### src/rtl/ppm_peak_meter_envelope_macros.svh
`ifndef PPM_PEAK_METER_ENVELOPE_MACROS_SVH
`define PPM_PEAK_METER_ENVELOPE_MACROS_SVH

// same-cycle implication, clocked on clock, off during reset
`define PPM_ASSERT_NOW(label, ante, cons, msg) \
   label: assert property (@(posedge clock) disable iff (reset) (ante) |-> (cons)) \
      else $error(msg);

// next-cycle implication, clocked on clock, off during reset
`define PPM_ASSERT_NEXT(label, ante, cons, msg) \
   label: assert property (@(posedge clock) disable iff (reset) (ante) |=> (cons)) \
      else $error(msg);

`endif

### src/rtl/ppm_pkg.sv
package ppm_pkg;

   localparam int NUM_CHANNELS = 8;
   localparam int CH_BITS      = $clog2(NUM_CHANNELS);
   localparam int SAMPLE_BITS  = 24;
   localparam int COEF_BITS    = 24;
   localparam int ALPHA_BITS   = 16;
   localparam int GAIN_FRAC    = 22;
   localparam int ACTIVE_BITS  = 4;
   localparam int PROD_BITS    = 2 * COEF_BITS;
   localparam int MIX_SUM_BITS = SAMPLE_BITS + ALPHA_BITS;
   localparam int LEVEL_BITS   = PROD_BITS - GAIN_FRAC;
   localparam int ADDR_BITS    = 5;
   localparam int DATA_BITS    = 32;

   localparam logic [SAMPLE_BITS-1:0] FOLLOWER_MAX = SAMPLE_BITS'(1) << (SAMPLE_BITS - 1);

   localparam logic                   PPM_MODE_RESET    = 1'b1;
   localparam logic                   FREEZE_RESET      = 1'b0;
   localparam logic [ACTIVE_BITS-1:0] ACTIVE_RESET      = ACTIVE_BITS'(8);
   localparam logic [COEF_BITS-1:0]   RELEASE_RESET     = COEF_BITS'(16775538);
   localparam logic [COEF_BITS-1:0]   ATTACK_SLOW_RESET = COEF_BITS'(69905);
   localparam logic [COEF_BITS-1:0]   ATTACK_FAST_RESET = COEF_BITS'(342535);
   localparam logic [COEF_BITS-1:0]   GAIN_RESET        = COEF_BITS'(4551190);
   localparam logic [ALPHA_BITS-1:0]  ALPHA_RESET       = ALPHA_BITS'(39322);

   typedef enum logic [2:0] {
      REG_PPM_MODE    = 3'd0,
      REG_FREEZE      = 3'd1,
      REG_ACTIVE      = 3'd2,
      REG_RELEASE     = 3'd3,
      REG_ATTACK_SLOW = 3'd4,
      REG_ATTACK_FAST = 3'd5,
      REG_LEVEL_GAIN  = 3'd6,
      REG_MIX_ALPHA   = 3'd7
   } reg_index_type;

   typedef enum logic {
      OP_SAMPLE = 1'b0,
      OP_READ   = 1'b1
   } opcode_type;

   typedef struct packed {
      logic [SAMPLE_BITS-1:0] slow;
      logic [SAMPLE_BITS-1:0] fast;
      logic [SAMPLE_BITS-1:0] hold;
   } entry_type;

endpackage

### src/rtl/ppm_peak_meter_envelope.sv
// Multi-channel peak programme meter. Each req beat is either an audio sample, passed through
// on rsp with held_level zero, or a read, which returns and clears the channel's peak hold.
// Per-channel follower and hold state sits in one single-port memory with a registered read,
// so a beat reads its entry, works on it and writes it back before the next beat is taken.
// A PPM sample goes through entry read, decay, attack, mix, gain and write-back, over two
// shared 24x24 multipliers; reads, plain-mode, frozen and inactive-channel samples go from the
// entry read straight to the write-back. req_stall stays high from acceptance until the
// write-back, and a result is held while rsp_stall is high, with one result waiting in the
// output register while the next beat is worked on.
// Memory entries start at zero through per-entry valid bits; there is no clearing pass.
`include "ppm_peak_meter_envelope_macros.svh"

module ppm_peak_meter_envelope
   import ppm_pkg::*;
(
   input  logic                          clock,
   input  logic                          reset,
   input  logic                          req_valid,
   output logic                          req_stall,
   input  logic                          req_opcode,
   input  logic [CH_BITS-1:0]            req_channel,
   input  logic signed [SAMPLE_BITS-1:0] req_sample,
   output logic                          rsp_valid,
   input  logic                          rsp_stall,
   output logic signed [SAMPLE_BITS-1:0] rsp_through_sample,
   output logic [SAMPLE_BITS-1:0]        rsp_held_level,
   output logic                          rsp_is_read,
   input  logic                          csr_psel,
   input  logic                          csr_penable,
   input  logic                          csr_pwrite,
   input  logic [ADDR_BITS-1:0]          csr_paddr,
   input  logic [DATA_BITS-1:0]          csr_pwdata,
   output logic [DATA_BITS-1:0]          csr_prdata,
   output logic                          csr_pready
);

   typedef enum logic [6:0] {
      ST_IDLE   = 7'b0000001,
      ST_LOAD   = 7'b0000010,
      ST_DECAY  = 7'b0000100,
      ST_ATTACK = 7'b0001000,
      ST_MIX    = 7'b0010000,
      ST_GAIN   = 7'b0100000,
      ST_WRITE  = 7'b1000000
   } state_type;

   state_type state_ff, state_in;

   logic                   ppm_mode_ff, ppm_mode_in;
   logic                   freeze_ff, freeze_in;
   logic [ACTIVE_BITS-1:0] active_ff, active_in;
   logic [COEF_BITS-1:0]   release_ff, release_in;
   logic [COEF_BITS-1:0]   attack_slow_ff, attack_slow_in;
   logic [COEF_BITS-1:0]   attack_fast_ff, attack_fast_in;
   logic [COEF_BITS-1:0]   gain_ff, gain_in;
   logic [ALPHA_BITS-1:0]  alpha_ff, alpha_in;

   logic                          item_op_ff, item_op_in;
   logic [CH_BITS-1:0]            item_channel_ff, item_channel_in;
   logic signed [SAMPLE_BITS-1:0] item_sample_ff, item_sample_in;

   logic [SAMPLE_BITS-1:0] slow_ff, slow_in;
   logic [SAMPLE_BITS-1:0] fast_ff, fast_in;
   logic [SAMPLE_BITS-1:0] hold_ff, hold_in;
   logic [PROD_BITS-1:0]   prod_a_ff, prod_a_in;
   logic [PROD_BITS-1:0]   prod_b_ff, prod_b_in;

   logic [NUM_CHANNELS-1:0] valid_ff, valid_in;
   entry_type               meter_mem [NUM_CHANNELS];
   entry_type               rd_entry_ff;
   logic                    rd_valid_ff;

   logic                          rsp_valid_ff, rsp_valid_in;
   logic signed [SAMPLE_BITS-1:0] rsp_sample_ff, rsp_sample_in;
   logic [SAMPLE_BITS-1:0]        rsp_level_ff, rsp_level_in;
   logic                          rsp_read_ff, rsp_read_in;

   logic                    req_accept;
   logic                    csr_write;
   logic                    out_blocked;
   logic                    metered;
   logic                    mem_write;
   entry_type               wr_entry;
   logic [SAMPLE_BITS-1:0]  mag;
   logic [COEF_BITS-1:0]    mul_a_x, mul_a_y, mul_b_x, mul_b_y;
   logic [SAMPLE_BITS-1:0]  dec_slow, dec_fast, diff_slow, diff_fast;
   logic [SAMPLE_BITS-1:0]  new_slow, new_fast;
   logic [ALPHA_BITS:0]     alpha_inv;
   logic [MIX_SUM_BITS-1:0] mix_sum;
   logic [SAMPLE_BITS-1:0]  mix;
   logic [LEVEL_BITS-1:0]   level_wide;
   logic [SAMPLE_BITS-1:0]  level_sat;
   logic [SAMPLE_BITS-1:0]  level;

   assign req_stall  = (state_ff != ST_IDLE);
   assign req_accept = req_valid && !req_stall;
   assign csr_write  = csr_psel && csr_penable && csr_pwrite;
   assign csr_pready = 1'b1;
   assign out_blocked = rsp_valid_ff && rsp_stall;

   assign rsp_valid          = rsp_valid_ff;
   assign rsp_through_sample = rsp_sample_ff;
   assign rsp_held_level     = rsp_level_ff;
   assign rsp_is_read        = rsp_read_ff;

   assign metered = (item_op_ff == OP_SAMPLE) && !freeze_ff &&
                    ({1'b0, item_channel_ff} < active_ff);

   assign mag = item_sample_ff[SAMPLE_BITS-1] ? (~unsigned'(item_sample_ff) + 1'b1)
                                              : unsigned'(item_sample_ff);

   assign dec_slow  = prod_a_ff[PROD_BITS-1:COEF_BITS];
   assign dec_fast  = prod_b_ff[PROD_BITS-1:COEF_BITS];
   assign diff_slow = (mag > dec_slow) ? (mag - dec_slow) : '0;
   assign diff_fast = (mag > dec_fast) ? (mag - dec_fast) : '0;
   assign new_slow  = slow_ff + prod_a_ff[PROD_BITS-1:COEF_BITS];
   assign new_fast  = fast_ff + prod_b_ff[PROD_BITS-1:COEF_BITS];
   assign alpha_inv = (ALPHA_BITS+1)'(1) << ALPHA_BITS;
   assign mix_sum   = prod_a_ff[MIX_SUM_BITS-1:0] + prod_b_ff[MIX_SUM_BITS-1:0];
   assign mix       = mix_sum[MIX_SUM_BITS-1:ALPHA_BITS];

   assign level_wide = prod_a_ff[PROD_BITS-1:GAIN_FRAC];
   assign level_sat  = (|level_wide[LEVEL_BITS-1:SAMPLE_BITS]) ? '1
                                                               : level_wide[SAMPLE_BITS-1:0];
   assign level      = ppm_mode_ff ? level_sat : mag;

   assign mem_write     = (state_ff == ST_WRITE) && !out_blocked;
   assign wr_entry.slow = slow_ff;
   assign wr_entry.fast = fast_ff;
   assign wr_entry.hold = (item_op_ff == OP_READ) ? '0 :
                          (metered && (level > hold_ff)) ? level : hold_ff;

   // multiplier operand selection, one pair per follower lane
   always_comb begin
      mul_a_x = '0;
      mul_a_y = '0;
      mul_b_x = '0;
      mul_b_y = '0;
      case (state_ff)
         ST_DECAY: begin
            mul_a_x = slow_ff;
            mul_a_y = release_ff;
            mul_b_x = fast_ff;
            mul_b_y = release_ff;
         end
         ST_ATTACK: begin
            mul_a_x = diff_slow;
            mul_a_y = attack_slow_ff;
            mul_b_x = diff_fast;
            mul_b_y = attack_fast_ff;
         end
         ST_MIX: begin
            mul_a_x = new_slow;
            mul_a_y = COEF_BITS'(alpha_ff);
            mul_b_x = new_fast;
            mul_b_y = COEF_BITS'(alpha_inv - {1'b0, alpha_ff});
         end
         ST_GAIN: begin
            mul_a_x = mix;
            mul_a_y = gain_ff;
         end
         default: begin
            mul_a_x = '0;
         end
      endcase
   end

   always_comb begin
      ppm_mode_in    = ppm_mode_ff;
      freeze_in      = freeze_ff;
      active_in      = active_ff;
      release_in     = release_ff;
      attack_slow_in = attack_slow_ff;
      attack_fast_in = attack_fast_ff;
      gain_in        = gain_ff;
      alpha_in       = alpha_ff;
      if (csr_write) begin
         case (reg_index_type'(csr_paddr[4:2]))
            REG_PPM_MODE:    ppm_mode_in    = csr_pwdata[0];
            REG_FREEZE:      freeze_in      = csr_pwdata[0];
            REG_ACTIVE:      active_in      = csr_pwdata[ACTIVE_BITS-1:0];
            REG_RELEASE:     release_in     = csr_pwdata[COEF_BITS-1:0];
            REG_ATTACK_SLOW: attack_slow_in = csr_pwdata[COEF_BITS-1:0];
            REG_ATTACK_FAST: attack_fast_in = csr_pwdata[COEF_BITS-1:0];
            REG_LEVEL_GAIN:  gain_in        = csr_pwdata[COEF_BITS-1:0];
            REG_MIX_ALPHA:   alpha_in       = csr_pwdata[ALPHA_BITS-1:0];
            default:         alpha_in       = alpha_ff;
         endcase
      end
   end

   always_comb begin
      csr_prdata = '0;
      case (reg_index_type'(csr_paddr[4:2]))
         REG_PPM_MODE:    csr_prdata = DATA_BITS'(ppm_mode_ff);
         REG_FREEZE:      csr_prdata = DATA_BITS'(freeze_ff);
         REG_ACTIVE:      csr_prdata = DATA_BITS'(active_ff);
         REG_RELEASE:     csr_prdata = DATA_BITS'(release_ff);
         REG_ATTACK_SLOW: csr_prdata = DATA_BITS'(attack_slow_ff);
         REG_ATTACK_FAST: csr_prdata = DATA_BITS'(attack_fast_ff);
         REG_LEVEL_GAIN:  csr_prdata = DATA_BITS'(gain_ff);
         REG_MIX_ALPHA:   csr_prdata = DATA_BITS'(alpha_ff);
         default:         csr_prdata = '0;
      endcase
   end

   always_comb begin
      state_in        = state_ff;
      item_op_in      = item_op_ff;
      item_channel_in = item_channel_ff;
      item_sample_in  = item_sample_ff;
      slow_in         = slow_ff;
      fast_in         = fast_ff;
      hold_in         = hold_ff;
      prod_a_in       = PROD_BITS'(mul_a_x) * PROD_BITS'(mul_a_y);
      prod_b_in       = PROD_BITS'(mul_b_x) * PROD_BITS'(mul_b_y);
      valid_in        = valid_ff;
      rsp_valid_in    = rsp_valid_ff && rsp_stall;
      rsp_sample_in   = rsp_sample_ff;
      rsp_level_in    = rsp_level_ff;
      rsp_read_in     = rsp_read_ff;
      case (state_ff)
         ST_IDLE: begin
            if (req_accept) begin
               item_op_in      = req_opcode;
               item_channel_in = req_channel;
               item_sample_in  = req_sample;
               state_in        = ST_LOAD;
            end
         end
         ST_LOAD: begin
            slow_in = rd_valid_ff ? rd_entry_ff.slow : '0;
            fast_in = rd_valid_ff ? rd_entry_ff.fast : '0;
            hold_in = rd_valid_ff ? rd_entry_ff.hold : '0;
            state_in = (metered && ppm_mode_ff) ? ST_DECAY : ST_WRITE;
         end
         ST_DECAY: begin
            state_in = ST_ATTACK;
         end
         ST_ATTACK: begin
            slow_in  = dec_slow;
            fast_in  = dec_fast;
            state_in = ST_MIX;
         end
         ST_MIX: begin
            slow_in  = new_slow;
            fast_in  = new_fast;
            state_in = ST_GAIN;
         end
         ST_GAIN: begin
            state_in = ST_WRITE;
         end
         ST_WRITE: begin
            // keep the gain product while the result register is full
            prod_a_in = prod_a_ff;
            prod_b_in = prod_b_ff;
            if (!out_blocked) begin
               valid_in[item_channel_ff] = 1'b1;
               rsp_valid_in  = 1'b1;
               rsp_read_in   = (item_op_ff == OP_READ);
               rsp_sample_in = (item_op_ff == OP_READ) ? '0 : item_sample_ff;
               rsp_level_in  = (item_op_ff == OP_READ) ? hold_ff : '0;
               state_in      = ST_IDLE;
            end
         end
         default: begin
            state_in = ST_IDLE;
         end
      endcase
   end

   always_ff @(posedge clock) begin
      if (reset) begin
         state_ff       <= ST_IDLE;
         valid_ff       <= '0;
         rsp_valid_ff   <= 1'b0;
         ppm_mode_ff    <= PPM_MODE_RESET;
         freeze_ff      <= FREEZE_RESET;
         active_ff      <= ACTIVE_RESET;
         release_ff     <= RELEASE_RESET;
         attack_slow_ff <= ATTACK_SLOW_RESET;
         attack_fast_ff <= ATTACK_FAST_RESET;
         gain_ff        <= GAIN_RESET;
         alpha_ff       <= ALPHA_RESET;
      end else begin
         state_ff       <= state_in;
         valid_ff       <= valid_in;
         rsp_valid_ff   <= rsp_valid_in;
         ppm_mode_ff    <= ppm_mode_in;
         freeze_ff      <= freeze_in;
         active_ff      <= active_in;
         release_ff     <= release_in;
         attack_slow_ff <= attack_slow_in;
         attack_fast_ff <= attack_fast_in;
         gain_ff        <= gain_in;
         alpha_ff       <= alpha_in;
      end
   end

   always_ff @(posedge clock) begin
      item_op_ff      <= item_op_in;
      item_channel_ff <= item_channel_in;
      item_sample_ff  <= item_sample_in;
      slow_ff         <= slow_in;
      fast_ff         <= fast_in;
      hold_ff         <= hold_in;
      prod_a_ff       <= prod_a_in;
      prod_b_ff       <= prod_b_in;
      rsp_sample_ff   <= rsp_sample_in;
      rsp_level_ff    <= rsp_level_in;
      rsp_read_ff     <= rsp_read_in;
   end

   // channel state memory, registered read on acceptance
   always_ff @(posedge clock) begin
      if (mem_write) begin
         meter_mem[item_channel_ff] <= wr_entry;
      end
      if (req_accept) begin
         rd_entry_ff <= meter_mem[req_channel];
         rd_valid_ff <= valid_ff[req_channel];
      end
   end

   `PPM_ASSERT_NEXT(a_accept_loads, req_accept, state_ff == ST_LOAD, "accepted beat did not start an entry read")
   `PPM_ASSERT_NEXT(a_write_returns, mem_write, rsp_valid_ff && state_ff == ST_IDLE, "write-back without a result")
   `PPM_ASSERT_NOW(a_rsp_fields, rsp_valid_ff, rsp_read_ff ? (rsp_sample_ff == '0) : (rsp_level_ff == '0), "result carries both sample and level")
   `PPM_ASSERT_NOW(a_follower_range, state_ff == ST_WRITE, slow_ff <= FOLLOWER_MAX && fast_ff <= FOLLOWER_MAX, "follower above full scale")

endmodule

### config.mk
export PLATFORM = sky130hd
export DESIGN_NAME = ppm_peak_meter_envelope
export DESIGN_NICKNAME = d
export VERILOG_FILES = /design/src/rtl/ppm_pkg.sv /design/src/rtl/ppm_peak_meter_envelope.sv
export VERILOG_INCLUDE_DIRS = /design/src /design/src/rtl
export SDC_FILE = /design/constraint.sdc
export NUM_CORES = 2
export LEC_CHECK = 0
export BUFFER_PORTS_ARGS = -buffer_cell sky130_fd_sc_hd__buf_2
export CAP_MARGIN = 0
export CORE_MARGIN = 5
export CORE_UTILIZATION = 63
export DETAILED_ROUTE_END_ITERATION = 8
export GPL_TIMING_DRIVEN = 0
export PLACE_DENSITY = 0.83
export SYNTH_ARGS = -nofsm -noshare
export SYNTH_HDL_FRONTEND = slang
export SYNTH_SLANG_ARGS = --single-unit
### constraint.sdc
create_clock -name clock -period 21 [get_ports clock]
set_input_delay 1.05 -clock clock [delete_from_list [all_inputs] [get_ports clock]]
set_output_delay 1.05 -clock clock [all_outputs]
set_load 0.01 [all_outputs]
; Word-level counts from Yosys, hierarchy flattened
; Memory sizes are Yosys's and may differ from the RTL's. A register that Yosys moved wholly into a read port is not among the register bits.
; Index checks and enable logic that the tools add are counted.
; W data, S select, Z words.
[totals]
input_bits = 72
n_memories = 1
ram_bits = 576
wordCells = 115
out_inout_bits = 84
regBits = 380
[memory_table]
columns = memory, depth, word_bits, read_ports, rd_ports_with_merged_regs, write_ports, line_no
row1 = meter_mem, 8, 72, 1, 1, 1, ppm_peak_meter_envelope.sv:69  ; entry_type meter_mem [NUM_CHANNELS];
[op_classes]
mul = 2
n_eq_ne = 17
n_mux = 27
n_addsub = 7
magnitude_cmp = 7
bitwise = 4
reduce_logical = 27
[op_table]
columns = op, count
row1 = $pmux W24 S3, 4
row2 = $pmux W32 S8, 1
row3 = $mux W24, 9
row4 = $pmux W24 S4, 2
row5 = $mul A24 B24 Y48, 2
row6 = $gt A24 B24 Y1, 3
row7 = $pmux W7 S7, 1
row8 = $add A24 B24 Y24, 2
row9 = $sub A24 B24 Y24, 2
row10 = $add A40 B40 Y40, 1
row11 = $add A24 B1 Y24 const B, 1
row12 = $not A24 Y24, 1
row13 = $reduce_and A2 Y1, 11
row14 = $mux W7, 3
row15 = $sub A17 B16 Y18 const A, 1
row16 = $eq A3 B3 Y1 const B, 4
row17 = $logic_and A1 B1 Y1, 10
row18 = $lt A3 B4 Y1 const B, 2
row19 = $or A8 B8 Y8, 1
row20 = $eq A7 B1 Y1 const B, 1
row21 = $eq A7 B2 Y1 const B, 1
row22 = $eq A7 B3 Y1 const B, 1
row23 = $eq A7 B4 Y1 const B, 1
row24 = $eq A7 B5 Y1 const B, 1
row25 = other kinds (16), 25

; Logic depth before layout (Yosys ltp)
[logic_depth]
word_depth = 8
ltp_mapped = 47
depth_no_buf = 44

; Worst setup path after synthesis
; Ideal clock, no wire load.
[synth_timing]
path_type = reg-to-reg
from = register state_ff[0]
to = memory meter_mem[1][0] (netlist name), enable pin
setup_time_ps = 592
path_stages_with_launch = 6
t_arrival_ps = 12829
path_slack_ps = 7578
n_path_buf = 0
synth_period_minus_slack_ps = 13422
required_time_ps = 20408
path_cell_list = dfxtp_1 > nor3_1 > nand4b_1 > a21oi_1 > nand2_1 > nor3_1
[synth_via]
elab_chain_len = 4
[synth_rtl]
columns = element, line_no
row1 = from (decl), ppm_peak_meter_envelope.sv:47  ; state_type state_ff, state_in;
row2 = from (signal assigned), ppm_peak_meter_envelope.sv:286  ; state_ff <= state_in;
row3 = $eq A7 B7 Y1, ppm_peak_meter_envelope.sv:127  ; assign mem_write = (state_ff == ST_WRITE) && !out_blocked;
row4 = $logic_and A1 B1 Y1, ppm_peak_meter_envelope.sv:127
row5 = net mem_write, ppm_peak_meter_envelope.sv:82  ; logic mem_write;
row6 = $mux W1, ppm_peak_meter_envelope.sv:316  ; if (mem_write) begin
row7 = $mux W1 (not written as such), ppm_peak_meter_envelope.sv:317  ; meter_mem[item_channel_ff] <= wr_entry;
row8 = to (decl), ppm_peak_meter_envelope.sv:69
; The timed path passes the listed nets, and every way through them passes these cells.

; Worst setup path after layout
[layout_timing]
from = register item_sample_ff[0]
to = register prod_a_ff[43] (data pin)
[layout_via]
elab_chain_len = 7
elab_cells_between_ends = 8
classes_between = add/sub: 2 / mul: 1 / order compare: 1 / mux: 3 / bitwise: 1
[layout_rtl]
columns = element, line_no
row1 = from (decl), ppm_peak_meter_envelope.sv:60  ; logic signed [SAMPLE_BITS-1:0] item_sample_ff, item_sample_in;
row2 = from (signal assigned), ppm_peak_meter_envelope.sv:303  ; item_sample_ff <= item_sample_in;
row3 = $not A24 Y24, ppm_peak_meter_envelope.sv:109  ; assign mag = item_sample_ff[SAMPLE_BITS-1] ? (~unsigned'(item_sample_ff) + 1'b1)
row4 = $add A24 B1 Y24, ppm_peak_meter_envelope.sv:109
row5 = $mux W24 (*), ppm_peak_meter_envelope.sv:109
row6 = $sub A24 B24 Y24 / $gt A24 B24 Y1 (equally long branches), ppm_peak_meter_envelope.sv:114  ; assign diff_slow = (mag > dec_slow) ? (mag - dec_slow) : '0;
row7 = $mux W24 (*), ppm_peak_meter_envelope.sv:114
row8 = $pmux W24 S4 (*), ppm_peak_meter_envelope.sv:139  ; case (state_ff)
row9 = $mul A24 B24 Y48 (*), ppm_peak_meter_envelope.sv:215  ; prod_a_in = PROD_BITS'(mul_a_x) * PROD_BITS'(mul_a_y);
row10 = to (signal assigned), ppm_peak_meter_envelope.sv:307  ; prod_a_ff <= prod_a_in;
row11 = to (decl), ppm_peak_meter_envelope.sv:65  ; logic [PROD_BITS-1:0] prod_a_ff, prod_a_in;
; Every way passes the cells marked *; elsewhere a longest branch is shown, timed or not.
; A chain may end at the register's enable or synchronous reset.

==> flow_metrics.py <==
metrics = {
    "logic_synthesis": {
        "ys.flop_type": "edfxtp_1",
        "synth_commonest_cells": "inv_1 (1310), nand2_1 (1096), fa_1 (968)",
        "synthDistinctLibCells": 93,
        "netlist.area_leader.share": 0.3136,
        "synth-seq-area-share": 0.3450,
        "synthSimpleGateAreaFrac": 0.1112,
        "syn_area_mm2": 0.08560,
        "synth-compound-area-share": 0.08794,
        "yosysMostFrequentCell": "inv_1",
        "synth_fa_ha_area_frac": 0.3006,
        "synth_edf_count": 894,
        "synth-seq-cells": 1028,
        "synth_mux_area_frac": 0.05818,
        "synth_area_per_cell_um2": 10.84,
        "ys_warn_count": 0,
        "synth_top_area_cell": "edfxtp_1",
        "synthCells": 7897,
        "synth-xor-area-share": 0.02139,
        "async_flop_share": 0,
        "synth_top_family_by_area": "adder cells",
        "yosys-top-cells-area": "edfxtp_1 (31%), fa_1 (23%), ha_1 (7.4%)",
    },
    "floorplan": {
        "rows": 135,
        "chipWidth_um": 378.6,
        "die_h_um": 378.6,
        "ios": 156,
        "die-area_mm2": 0.1433,
        "core_area_mm2": 0.1353,
        "floorplan.initialDensity": 0.6327,
    },
    "route": {
        "vias_per_cell": 6.534,
        "vias": 66010,
        "ant_nets": 0,
        "drt_wl_total_um": 300600,
        "drtIter0Drc": 8677,
        "dr.pass1.iters": 9,
        "drc": 5,
        "routedWlPerCell_um": 29.76,
    },
    "global_route": {
        "grt_pass1_wl_um": 439400,
        "grt-ovfl-total": 0,
        "grt_max_degree": 29,
        "grt_usage": 0.4239,
        "antenna_found_initial": 36,
        "grt_pass1_vias": 66900,
    },
    "timing": {
        "finalSetupViolations": 0,
        "slew_headroom": -0.1518,
        "fmax_ghz": 0.06573,
        "rsz0062_at_grt": "false",
        "skew_ns": 0.06251,
        "period_needed_ns": 15.21,
        "slew_viol_final": 42,
        "tightest_slew_ns": 1.728,
        "finalCritPeriodShare": 0.7245,
        "finalHoldViolCount": 0,
    },
    "layout": {
        "nFillCells": 10080,
        "drive_above_1_share": 0.08751,
        "multi_input_area_mm2": 0.04973,
        "postLayoutCellArea_mm2": 0.09322,
        "final_nets": 9754,
        "register_area_mm2": 0.02953,
        "area_growth_syn_to_layout_pct": 8.908,
    },
    "run_status": {
        "status": "finished with violations",
        "violations": "DRC, capacitance limit, slew limit",
    },
    "job": {
        "cap_violations": 3,
    },
    "place": {
        "port_buffers": 132,
        "hpwlAfterDp_um": 233100,
        "place_area_mm2": 0.08955,
        "gp_congestion": 1.030,
    },
    "clocking": {
        "clk_pin_slew_ns": 0.06,
        "cts_sinks": 1028,
        "cts_tree": "done",
        "cts-root-buf": "clkbuf_16",
        "ctsHtreeMaxLevel": 3,
        "cts_hold_buf": 0,
        "cts.repair.resized": 0,
        "post_cts_buffers": 0,
        "cts_made_buffers": 103,
        "insertion_delay_ns": 0.75,
        "clk_path_buf_depth": 3,
    },
    "worst_setup_path": {
        "crit_slowest_cell": "a222oi_1",
        "crit_type": "register to register",
        "crit_path_end_kind": "register",
        "worstRegToRegCells": 40,
        "cp-startpoint": "item_sample_ff[0]",
        "cp_max_fo": 10,
        "max_stage_delay_ns": 0.97,
        "critical_path.most_common_cell": "fa_1",
        "crit_arrival_ns": 15.69,
        "worstReg2RegStart": "item_sample_ff[0]",
        "crit_required_ns": 21.48,
        "cp-start-kind": "register",
    },
    "min_path": {
        "hp-start": "item_op_ff",
        "whs_path_depth": 0,
        "min_path_type": "register to register",
    },
    "power": {
        "power-per-cell-area_mw_per_mm2": 49.79,
        "p_total_w": 0.004642,
        "power.leakage_nw": 39.83,
        "ir_worst_vdd_v": 0.00007588,
    },
}
-- stage by stage --
stage          setup slack, ns  hold WS (ns)    util  std cells  TNS [ns]
2_1_floorplan            7.578        0.4244       -       7904         0
3_3_place_gp            -1.278        0.4331  0.6542       9817   -180.84
3_5_place_dp             6.422        0.4464  0.6618       9880         0
4_1_cts                  6.219        0.4452  0.6884      10080         0
5_1_grt                  5.724        0.4633  0.6886      10080         0
6_report                 5.785        0.4578  0.6890      10100         0
-- where the power goes --
part	internal, W	total [W]	switching [W]
Combinational	0.000147	0.000415	0.000268
Clock	0.00110	0.00195	0.000850
Sequential	0.00224	0.00228	0.0000354
Total	0.00349	0.00464	0.00115
-- layer usage --
layer  global-route usage  share of wire
met4               0.2516          0.076
met5                    0        0.00023
met3               0.1365           0.14
met2               0.6235           0.43
met1               0.5554           0.35
-- cells by family after synthesis --
group | Yosys count
AND/OR/NAND/NOR | 2126
buffers and inverters | 1689
adder cells (fa/ha/maj) | 1476
AO/OA/AOI/OAI | 1079
flip-flops | 1028
multiplexers | 288
XOR/XNOR | 209
other | 2
-- final cells by class --
class,count,share of cell area
diodes,25,0.0006711
plain buffers,378,0.01662
clock buffers,125,0.02929
clock inverters,70,0.009301
inverters,1311,0.05279
multi-input cells,5187,0.5335
flip-flops and latches,1028,0.3168
well taps,1781,0.02390
repair buffers,197,0.01721
-- flip-flops by register name (all words and copies together) (netlist names), 48 cells and up --
name / count
meter_mem: 576
prod_a_ff: 48
prod_b_ff: 48
rd_entry_ff: 72
-- final timing paths --
kind | to | slack (ns)
max | prod_a_ff[43] | 5.79
min | rsp_is_read | 0.46
max reg2reg | prod_a_ff[43] | 5.79
min reg2reg | rsp_is_read | 0.46
-- critical path, delay by kind of cell (launching register included) --
family                   cells  cell delay, ns
AO/OA/AOI/OAI               14            5.48
flip-flops                   1            0.60
AND/OR/NAND/NOR              7            2.59
buffers and inverters        7            1.52
adder cells (fa/ha/maj)     10            4.16
XOR/XNOR                     2            0.58
-- cells in the final DEF, fill, tap and decap left out, drive strengths merged, types with 25 or more instances in the layout --
cell and n:
nand2b 48, dfxtp 134, mux2i 52, nor3 52, a221o 68, a21oi 294, a21o 143, ha 508
edfxtp 894, mux2 76, nand3b 35, a31oi 25, a22oi 45, a22o 34, mux4 160, nor2b 69
nor2 414, clkbuf 391, and2 204, inv 1316, nand4 41, xnor2 131, diode 25, and3 29
clkinv 45, xor2 78, o21bai 37, o21ai 168, a221oi 32, fa 968, o21a 30, nand2 1096
buf 309, a211o 30, nand3 60
Power figures use the tool's default switching activity.
